===== src/fbpa_pkg.sv =====
// Shared widths, codes and interface types of the fixed block pool allocator.
package fbpa_pkg;

   localparam int OFF_W      = 24;
   localparam int OBJ_W      = 13;
   localparam int PER_CFG_W  = 9;
   localparam int LIVE_W     = 13;
   localparam int CSR_IDX_W  = 8;
   localparam int CSR_DATA_W = 13;

   localparam logic [OFF_W-1:0]     OFFSET_MASK  = {OFF_W{1'b1}};
   localparam logic [OBJ_W-1:0]     OBJ_BYTES_RST = 13'd16;
   localparam logic [PER_CFG_W-1:0] PER_PAGE_RST  = 9'd64;

   localparam logic FUNC_ALLOC = 1'b0;
   localparam logic FUNC_FREE  = 1'b1;

   localparam logic [CSR_IDX_W-1:0] REG_OBJECT_BYTES     = 8'd0;
   localparam logic [CSR_IDX_W-1:0] REG_OBJECTS_PER_PAGE = 8'd1;

   typedef enum logic [1:0] {
      STATUS_OK          = 2'd0,
      STATUS_EXHAUSTED   = 2'd1,
      STATUS_BAD_ADDR    = 2'd2,
      STATUS_DOUBLE_FREE = 2'd3
   } status_type;

   typedef struct packed {
      logic             start;
      logic [OFF_W-1:0] dividend;
      logic [OBJ_W-1:0] divisor;
   } div_req_type;

   typedef struct packed {
      logic             done;
      logic [OFF_W-1:0] quotient;
      logic [OBJ_W-1:0] remainder;
   } div_rsp_type;

endpackage


===== src/fbpa_div.sv =====
// Restoring divider: one quotient bit per cycle for a byte offset over the slot size.
module fbpa_div (
   input  logic                clock,
   input  logic                reset,
   input  fbpa_pkg::div_req_type req,
   output fbpa_pkg::div_rsp_type rsp
);
   import fbpa_pkg::*;

   localparam int STEP_W = $clog2(OFF_W);

   logic              run_ff, run_in;
   logic              done_ff, done_in;
   logic [STEP_W-1:0] step_ff, step_in;
   logic [OFF_W-1:0]  quo_ff, quo_in;
   logic [OBJ_W-1:0]  rem_ff, rem_in;
   logic [OBJ_W-1:0]  dvs_ff, dvs_in;
   logic [OBJ_W:0]    shifted;

   always_comb begin
      run_in  = run_ff;
      done_in = 1'b0;
      step_in = step_ff;
      quo_in  = quo_ff;
      rem_in  = rem_ff;
      dvs_in  = dvs_ff;
      shifted = {rem_ff, quo_ff[OFF_W-1]};
      if (req.start) begin
         run_in  = 1'b1;
         step_in = STEP_W'(OFF_W - 1);
         quo_in  = req.dividend;
         rem_in  = '0;
         dvs_in  = req.divisor;
      end else if (run_ff) begin
         // The partial remainder stays below the divisor, so it fits OBJ_W bits.
         if (shifted >= {1'b0, dvs_ff}) begin
            rem_in = OBJ_W'(shifted - {1'b0, dvs_ff});
            quo_in = {quo_ff[OFF_W-2:0], 1'b1};
         end else begin
            rem_in = shifted[OBJ_W-1:0];
            quo_in = {quo_ff[OFF_W-2:0], 1'b0};
         end
         if (step_ff == '0) begin
            run_in  = 1'b0;
            done_in = 1'b1;
         end else begin
            step_in = step_ff - STEP_W'(1);
         end
      end
   end

   always_ff @(posedge clock) begin
      if (reset) begin
         run_ff  <= 1'b0;
         done_ff <= 1'b0;
         step_ff <= '0;
      end else begin
         run_ff  <= run_in;
         done_ff <= done_in;
         step_ff <= step_in;
      end
      quo_ff <= quo_in;
      rem_ff <= rem_in;
      dvs_ff <= dvs_in;
   end

   assign rsp.done      = done_ff;
   assign rsp.quotient  = quo_ff;
   assign rsp.remainder = rem_ff;

endmodule


===== config.mk =====
export PLATFORM = sky130hd
export DESIGN_NAME = fbpa_div
export DESIGN_NICKNAME = d
export VERILOG_FILES = /design/src/fbpa_pkg.sv /design/src/fbpa_div.sv
export SDC_FILE = /design/constraint.sdc
export NUM_CORES = 1
export LEC_CHECK = 0
export CELL_PAD_IN_SITES_DETAIL_PLACEMENT = 1
export CELL_PAD_IN_SITES_GLOBAL_PLACEMENT = 1
export CORE_MARGIN = 2
export CORE_UTILIZATION = 30
export DETAILED_ROUTE_END_ITERATION = 7
export DONT_BUFFER_PORTS = 1
export PLACE_DENSITY_LB_ADDON = 0.1
export SLEW_MARGIN = 30
export SYNTH_ARGS = -nofsm -noshare
export SYNTH_HDL_FRONTEND = slang
export SYNTH_SLANG_ARGS = --single-unit

===== constraint.sdc =====
create_clock -name clock -period 3.89 [get_ports clock]
set_input_delay 0.778 -clock clock [delete_from_list [all_inputs] [get_ports clock]]
set_output_delay 0.778 -clock clock [all_outputs]
set_load 0.05 [all_outputs]

==> results.md <==
* Largest clock skew in the final design at 0.01359 ns
* Cell at the root of the clock tree: sky130_fd_sc_hd__clkbuf_8
* Setup Total Neg Slack at 0 ns
* Worst-case register-to-register setup slack at 0.71 ns
* Worst setup margin at 0.7108 ns
* HP Class: in2reg
* Endpoint type of the worst setup path: flop
* Timing endpoint of the critical path: rem_ff[0]
* Source of the critical timing path: quo_ff[23]
* CTS tree: done
* Antenna violations before repair at 0
* Gate count of the mapped netlist at 262
* Post-layout nets at 328
* Average wire per standard cell at 16.99 um
* Data required time at the worst endpoint at 4.17 ns
* Starting density of the core at 0.3068
* Total routed wirelength at 6981 um
* Residual overflow from global routing at 0
* Vias per cell at 4.895
* Number of global-route vias before repair at 2130
* RSZ-0062 raised after global routing: false
* Global-route wire length before repair at 11230 um
* Share of total power consumed by net switching at 0.3297
* Max-cap check violation count at 0
* Maximum resistive drop on vdd at 256.5 uV
* R2R depth at 10
* Number of distinct library cells after synthesis at 45
* Count of final setup violators at 0
* Synth warnings at 0
* Antenna-violating nets left at 0
* Number of clock sinks at 57
* Maximum number of pins on one net before global-route repair at 47
* Overall Global Routing Usage at 0.1362
* Outcome: completed
* Startpoint of the worst register-to-register path: quo_ff[23]
* Sequential share of the synthesized area at 0.5063
* Per-instance average area after synthesis at 11.39 um2
* Crit share post-route at 0.8173
* Relative contribution of sequential cells to total power at 0.499
* Worst slew margin relative to its limit at 0.4010
* Number of buffers inserted during clock tree synthesis at 9
* Worst R2R End: rem_ff[0]
* Total power divided by cell area at 492.9 nW/um2
* Max-slew violation total from the final report at 0
* Layout filler cell count at 1089
* Maximum operating frequency at 314.5 MHz
* Maximum fanout encountered on the critical timing path at 17
* Total via count in the routed design at 2012
* Final HPWL from detailed placement at 4853 um
* Hold buffer count at cts at 0
* Switching power at 548.7 uW
* H-tree levels at 3
* Vertical die dimension at 103.8 um
* Placement row count at 36
* Most common cell after layout, fill and taps aside: sky130_fd_sc_hd__edfxtp_1
* Maximum root-to-sink buffer count at 2
* Number of cells upsized or downsized after cts at 0
* Total die area at 10770 um2
* Final RePlAce weighted congestion at 0.7436
* Kind of critical path: reg2reg
* Leak Pwr at 0.001333 uW
* Io pins at 78
* DRT iter0 DRCs at 61
* Final core utilization at 0.3470
* Total nets after synthesis at 317
* Internal at 1115 uW
* Count of antenna diodes in the layout at 0
* Commonest non-fill, non-tap cells in the layout: 37 x sky130_fd_sc_hd__edfxtp_1, 20 x sky130_fd_sc_hd__dfxtp_1, 19 x sky130_fd_sc_hd__a21oi_1, 18 x sky130_fd_sc_hd__inv_1, 15 x sky130_fd_sc_hd__nor2_1
* Critical path startpoint category: flop
* Post-synthesis to final-layout area growth at 13.08%
* Reg clk slew, reported paths at 0.08 ns
* Cell area after technology mapping at 2985 um2
* Number of hold-slack violations in the final timing report at 0
* Transition time at the pin with the least slew margin at 0.8985 ns
* Die span in x at 103.8 um
* Flop and latch count out of synthesis at 57
* Relative contribution of the clock network to total power at 0.339
* Total of buffers placed on input and output ports at 0
* CP Data Arrival Time at 3.46 ns
* Latest clock arrival within the worst-skew pair at 0.35 ns
* Number of design rule violations left after detail routing at 0
* Floorplan Core Area at 9729 um2
* Worst slack at placement at 0.7320 ns
* Part of the power in combinational logic at 0.162
* Share of final-layout standard cells stronger than drive strength 1 at 0.1583
* Buffers inserted during post-CTS setup optimization at 0
* Final Total Pwr at 1664 uW
* Shortest period the worst path allows at 3.179 ns
* Number of optimization iterations in the first detailed-route pass at 4
[cell type report]
cell class | instances | area, um2 | share of cell area
sequential | 57 | 1511 | 0.4477
multi-input combinational | 173 | 1335 | 0.3955
tap | 133 | 166.4 | 0.04930
clock buffer | 10 | 127.6 | 0.03781
timing repair buffer | 12 | 90.09 | 0.02669
inverter | 20 | 75.07 | 0.02224
clock inverter | 6 | 70.07 | 0.02076
[worst max-delay path, stage by stage (launching register included)]
cell and delay, ns:
sky130_fd_sc_hd__edfxtp_1 0.40, sky130_fd_sc_hd__inv_1 0.09, sky130_fd_sc_hd__ha_1 0.15, sky130_fd_sc_hd__inv_1 0.05, sky130_fd_sc_hd__fa_1 0.40, sky130_fd_sc_hd__a21o_1 0.24
sky130_fd_sc_hd__a221oi_2 0.30, sky130_fd_sc_hd__o31ai_1 0.16, sky130_fd_sc_hd__a211o_1 0.66, sky130_fd_sc_hd__mux2_4 0.44, sky130_fd_sc_hd__a211oi_2 0.20
[worst min path at each step]
stage	from	end	slack [ns]	cells past startpoint
finish	reset	step_ff[0]	0.48	1
global route	reset	step_ff[0]	0.46	1
CTS	reset	step_ff[0]	0.46	1
detailed placement	step_ff[4]	step_ff[4]	0.48	2
global placement	step_ff[4]	step_ff[4]	0.46	2
floorplan	step_ff[4]	step_ff[4]	0.45	2
[metal layers]
metal / GRT usage / wire length, um / share of wire
met1: 0.1702 / 3189 / 0.46
met2: 0.2025 / 3142 / 0.45
met3: 0.06482 / 530 / 0.076
met4: 0.05502 / 118 / 0.017
met5: 0 / 0 / 0
[sequential cells by signal, summed over array words and instances, names as in the netlist]
signal / cells
quo_ff: 24
dvs_ff: 13
rem_ff: 13
step_ff: 5
done_ff: 1
run_ff: 1
[logic make-up after synthesis]
family,count (synthesis),synth area share
buffers and inverters,32,0.04652
AOI/OAI and AO/OA,52,0.1169
muxes,36,0.1324
adders and majority gates,15,0.06538
DFF,57,0.5063
xor gates and xnor gates,11,0.03227
and+or+nand+nor,59,0.1002
[cells in the mapped netlist, drive strengths merged]
| cell | instances | area [um2] |
|---|---|---|
| and4 | 3 | 26.28 |
| inv | 20 | 75.07 |
| mux2 | 25 | 285.3 |
| a221oi | 1 | 15.01 |
| nand3b | 1 | 7.510 |
| ha | 14 | 175.2 |
| clkbuf | 8 | 30.03 |
| a31oi | 3 | 18.77 |
| or2 | 1 | 6.260 |
| xor2 | 3 | 26.28 |
| a31o | 1 | 8.760 |
| nor4 | 2 | 12.51 |
| edfxtp | 37 | 1111 |
| a21o | 6 | 45.04 |
| a211oi | 6 | 50.05 |
| nand4b | 1 | 8.760 |
| mux2i | 11 | 110.1 |
| dfxtp | 20 | 400.4 |
| o21ba | 1 | 10.01 |
| nor2b | 2 | 12.51 |
| nor2 | 15 | 56.30 |
| a211o | 3 | 26.28 |
| a22oi | 1 | 7.510 |
| xnor2 | 8 | 70.07 |
| nand2 | 14 | 52.55 |
| a21oi | 19 | 95.09 |
| buf | 4 | 33.78 |
| o41ai | 1 | 8.760 |
| and3 | 4 | 30.03 |
| o31ai | 3 | 22.52 |
| fa | 1 | 20.02 |
| nand4 | 1 | 6.260 |
| o211ai | 1 | 7.510 |
| o221ai | 1 | 8.760 |
| or3 | 1 | 6.260 |
| nor3 | 6 | 30.03 |
| nand2b | 3 | 18.77 |
| nand3 | 5 | 25.02 |
| o21ai | 5 | 25.02 |
[power by group through the flow]
stage	Combinational (uW)	Sequential (uW)	Clock, uW
after floorplan	192	862	0
after global placement	269	843	0
after detailed placement	271	844	0
after CTS	273	831	587
after global routing	301	837	610
final	270	830	565
[stage by stage]
| step | hold WS (ns) | std cells | instance area [um2] |
|---|---|---|---|
| final | 0.4812 | 411 | 3376 |
| after global routing | 0.4571 | 411 | 3376 |
| after CTS | 0.4643 | 411 | 3376 |
| after detailed placement | 0.4793 | 395 | 3178 |
| after global placement | 0.4629 | 395 | 3178 |
| after floorplan | 0.4475 | 262 | 2985 |
(Power assumes the default switching activity.)
